### config.mk
export PLATFORM = sky130hd
export DESIGN_NAME = ppag_div_step
export DESIGN_NICKNAME = d
export VERILOG_FILES = /design/src/rtl/ppag_pkg.sv /design/src/rtl/ppag_div_step.sv
export SDC_FILE = /design/constraint.sdc
export NUM_CORES = 1
export LEC_CHECK = 0
export BUFFER_PORTS_ARGS = -buffer_cell sky130_fd_sc_hd__buf_2
export CAP_MARGIN = 30
export CORE_AREA = 2 2 165 167
export DETAILED_ROUTE_END_ITERATION = 12
export DIE_AREA = 0 0 167 169
export GPL_TIMING_DRIVEN = 0
export PLACE_DENSITY_LB_ADDON = 0.05
export SLEW_MARGIN = 20
export SYNTH_ARGS = -nofsm -noshare
export SYNTH_HDL_FRONTEND = slang
export SYNTH_SLANG_ARGS = --single-unit
export TNS_END_PERCENT = 100
### constraint.sdc
create_clock -name clk -period 19.75 [get_ports clk]
set_clock_uncertainty 0.15 [all_clocks]
set_input_delay 1.975 -clock clk [delete_from_list [all_inputs] [get_ports clk]]
set_output_delay 1.975 -clock clk [all_outputs]
set_load 0.03 [all_outputs]
### src/rtl/ppag_pkg.sv
// Shared types, constants and the gamma 2.2 threshold table of the
// progressive pixel accumulator. No dependencies.
package ppag_pkg;

  localparam int ImageWidthDef  = 512;
  localparam int ImageHeightDef = 512;
  localparam int DivStages      = 4;
  localparam int GamStages      = 4;
  localparam logic [12:0] OneQ12 = 13'd4096;

  typedef struct packed {
    logic [8:0]  pixel_x;
    logic [8:0]  pixel_y;
    logic [15:0] red_in;
    logic [15:0] green_in;
    logic [15:0] blue_in;
  } in_item_t;

  typedef struct packed {
    logic [8:0] out_x;
    logic [8:0] out_y;
    logic [7:0] red_out;
    logic [7:0] green_out;
    logic [7:0] blue_out;
  } out_item_t;

  typedef struct packed {
    logic [8:0] x;
    logic [8:0] y;
    logic       in_img;
  } meta_t;

  // Running division state per channel: remainder, shifting dividend/quotient
  typedef struct packed {
    logic [2:0][15:0] rem;
    logic [2:0][15:0] quo;
    logic [2:0]       neg;
    logic [2:0][15:0] avg;
    logic [15:0]      n;
  } div_t;

  // Gamma search state per channel
  typedef struct packed {
    meta_t           meta;
    logic [2:0][12:0] lvl;
    logic [2:0][7:0]  k;
  } gam_t;

  typedef logic [255:0][12:0] gamma_thr_t;

  // Smallest a with (k/255)^2.2 <= a/4096, i.e. k^11*4096^5 <= a^5*255^11
  function automatic gamma_thr_t gamma_thresholds();
    gamma_thr_t  t;
    logic [159:0] lhs;
    logic [159:0] rhs;
    logic [159:0] p255;
    int          lo;
    int          hi;
    int          mid;
    t = '0;
    p255 = 160'd1;
    for (int i = 0; i < 11; i++) p255 = p255 * 160'd255;
    for (int k = 1; k < 256; k++) begin
      lhs = 160'd1;
      for (int i = 0; i < 11; i++) lhs = lhs * 160'(k);
      for (int i = 0; i < 5; i++) lhs = lhs * 160'd4096;
      lo = 0;
      hi = 4097;
      for (int s = 0; s < 13; s++) begin
        if (lo < hi) begin
          mid = (lo + hi) / 2;
          rhs = p255;
          for (int i = 0; i < 5; i++) rhs = rhs * 160'(mid);
          if (lhs <= rhs) hi = mid;
          else lo = mid + 1;
        end
      end
      t[k] = 13'(lo);
    end
    return t;
  endfunction

  localparam gamma_thr_t GAMMA_THR = gamma_thresholds();

endpackage

### src/rtl/ppag_div_step.sv
// One divider stage: four restoring quotient bits for all three channels.
// Depends on ppag_pkg.
module ppag_div_step import ppag_pkg::*; (
  input  logic clk,
  input  logic en,
  input  div_t d_in,
  output div_t d_out
);
  div_t nxt;

  // Shift in one dividend bit, subtract the divisor where it fits
  always_comb begin
    logic [16:0] r;
    nxt = d_in;
    for (int c = 0; c < 3; c++) begin
      for (int j = 0; j < 4; j++) begin
        r = {nxt.rem[c], nxt.quo[c][15]};
        if (r >= {1'b0, nxt.n}) begin
          nxt.rem[c] = 16'(r - {1'b0, nxt.n});
          nxt.quo[c] = {nxt.quo[c][14:0], 1'b1};
        end else begin
          nxt.rem[c] = r[15:0];
          nxt.quo[c] = {nxt.quo[c][14:0], 1'b0};
        end
      end
    end
  end

  always_ff @(posedge clk) begin
    if (en) begin
      d_out <= nxt;
    end
  end
endmodule

==> run summary <==
Number of flops mapped to enable cells by yosys -> 163
Slew Limit Fails -> 0
Max Root-Sink Buffers -> 2
Setup-failing EPs final -> 0
Mapped cell area -> 16100 µm²
H-tree depth -> 4
Die ar. -> 28220 µm²
Final ANT Viol Nets -> 0
Most used DFF post-synth -> edfxtp_1
Syn_area_per_cell -> 9.768 µm²
Total CTS buffers -> 17
DR WL/cell -> 19.64 µm
GPL Wtd Cong -> 0.9543
Maxcap violations -> 0
Peak VDD IR -> 0.0002074 V
Number of synthesized register bits -> 163
Routed vias -> 14260
Initial antenna violation count -> 3
Logic pwr share -> 74.8%
Share of flip-flops with an asynchronous set or reset -> 0%
First-pass GRT wire length -> 71690 µm
Yosys cell types -> 84
Post-CTS resize count -> 0
RSZ-0062 raised after global routing -> false
Initial core utilization -> 60.75%
Drt drc -> 0
Tcrit/Tclk final -> 73.28%
P&R area growth vs syn -> 17.05%
Wire length on met2 -> 22170 µm
IO Pins -> 328
Largest regs -> d_out (163)
Num Clock Sinks -> 163
Sw Ratio -> 44.20%
Clock transition at the registers of the reported paths -> 0.08 ns
Leak -> 8.437 nW
DR pass1 iterations -> 5
Setup bufs post-CTS -> 0
Max reg flops -> 163
Largest Register -> d_out
Synthesized Nets -> 2017
Fraction of the yosys area taken by sequential cells -> 30.41%
Most common cell in the netlist -> ha_1
DR iter-0 viols -> 1136
Max Clock Freq -> 69.10 MHz
Largest net degree at the start of global routing -> 109
Post-detail-place hpwl -> 35900 µm
Routed vias/inst -> 6.067
P_int -> 0.002078 W
P per Cell Area -> 197.6 nW/µm²
Core ar. -> 26500 µm²
Slowest cell delay on critical path -> 0.58 ns
Synth top area share -> 30.41%
Clk pwr share -> 9.6%
Layout net count -> 2365
Global route overflow -> 0
CP Max Fanout -> 12
Sequential Power Share -> 15.6%
Chip width -> 167 µm
CTS root buf -> clkbuf_16
CP Launch Type -> input port
Status -> finished clean
Commonest cells in the synthesized netlist -> ha_1 (192), edfxtp_1 (163), a21oi_1 (120), nand2_1 (112), nor2_1 (106)
Top post-synthesis cells by area -> edfxtp_1 (30%), ha_1 (15%), mux2_2 (6.2%), xnor2_1 (5.3%), a21oi_1 (3.7%)
Cell count after synthesis -> 1648
Port bufs -> 327
Final Hold Violating Endpoints -> 0
Net switching power -> 0.001646 W
M1 WL -> 19280 µm
Drt total wl -> 46180 µm
Share of cells above drive strength 1 -> 26.38%
CTS tree -> done
Crit path arrival time -> 14.51 ns
Worst endpoint required time -> 19.79 ns
Gr usage total -> 31.99%
Period minus WS final -> 14.47 ns
Worst hold path class -> input port to flip-flop
Top Metal Used -> met5
Hold-fix buffers, CTS -> 0
Number of global-route vias before repair -> 13710
Max_slew headroom -> 38.02%
Number of core rows -> 60
Die Y -> 169 µm
Cell taking the most area after synthesis -> edfxtp_1
Setup TNS -> 0 ns
Yosys warns -> 0
Worst-path cell with the longest stage delay -> inv_1
Post-layout util -> 71.10%
WS Path Type -> input port to flip-flop
Met3 WL post-DR -> 3488 µm
CP Capture Type -> flip-flop
Slew @ Worst Pin -> 0.9287 ns
==> path summary, 6_finish.rpt <==
path                     start    endpoint  depth (start not counted)  slack [ns]
worst max-delay path   d_in[6]  d_out[154]                         48        5.28
worst min-delay path  d_in[71]   d_out[75]                          1        1.56
==> cell type report <==
type                            count  area (µm²)
Tap cell                          341       426.7
Fill cell                        2058        7657
Antenna cell                        1       2.502
Timing Repair Buffer              329        1702
Inverter                           93       349.1
Clock inverter                     15       188.9
Clock buffer                       17       425.4
Sequential cell                   163        4895
Multi-Input combinational cell   1371       10730
Buffer                             21       126.4
==> cells by family (layout without fill, tap and decap cells) <==
family                     Yosys count  in the layout  share of synthesized area (%)
AOI/OAI and AO/OA                  472            472                          19.80
xor gates and xnor gates           137            137                          7.454
adders and majority gates          204            204                          16.42
buffers and inverters              114            475                          2.953
DFF                                163            163                          30.41
muxes                              143            143                          10.45
other                                0              1                              0
and+or+nand+nor                    415            415                          12.52
==> worst max-delay path, delay by kind of cell <==
family,cells,cell delay [ns]
AOI/OAI and AO/OA,20,5.70
buffers and inverters,11,2.62
and+or+nand+nor,9,1.48
muxes,4,1.42
adders and majority gates,4,1.29
==> layer usage <==
metal	track usage, %	up-vias
met5	0	-
met4	11.24	4
met3	5.004	80
met2	54.95	562
met1	41.12	6647
li1	-	6970
==> through the flow <==
step	total power, W	instances	setup slack, ns	hold WS, ns	area [µm²]
floorplan	0.002815	1648	7.776	1.924	16100
global placement	0.003270	2316	5.112	2.001	18160
detailed placement	0.003326	2317	5.014	2.003	18200
CTS	0.003706	2349	5.304	1.551	18810
global route	0.003995	2351	4.420	1.546	18840
finish	0.003724	2351	5.278	1.560	18840
==> power groups by stage <==
stage / Clock [W] / Combinational, W / Sequential (W)
2_1_floorplan: 0 / 0.00206 / 0.000753
3_3_place_gp: 0 / 0.00268 / 0.000588
3_5_place_dp: 0 / 0.00274 / 0.000589
4_1_cts: 0.000361 / 0.00276 / 0.000582
5_1_grt: 0.000374 / 0.00303 / 0.000589
6_report: 0.000357 / 0.00278 / 0.000581
==> cell usage in the layout (no fill, tap or decap), types with 17 or more instances in the layout <==
master	Yosys	layout
nand3_1	24	24
nand2b_1	19	19
mux2_4	24	24
o31ai_1	17	17
nor2_1	106	106
mux2i_1	26	26
xnor2_1	97	97
ha_1	192	192
nor2b_1	20	20
a21o_1	48	48
a21oi_1	120	120
o21ai_0	94	94
mux2_2	89	89
edfxtp_1	163	163
nand4_1	29	29
nor3_1	37	37
o21a_1	36	36
nand2_1	112	112
xor2_1	40	40
clkbuf_16	0	17
a211oi_1	22	22
buf_2	5	331
inv_1	89	89
No activity file was read; power rests on OpenSTA's default activity.
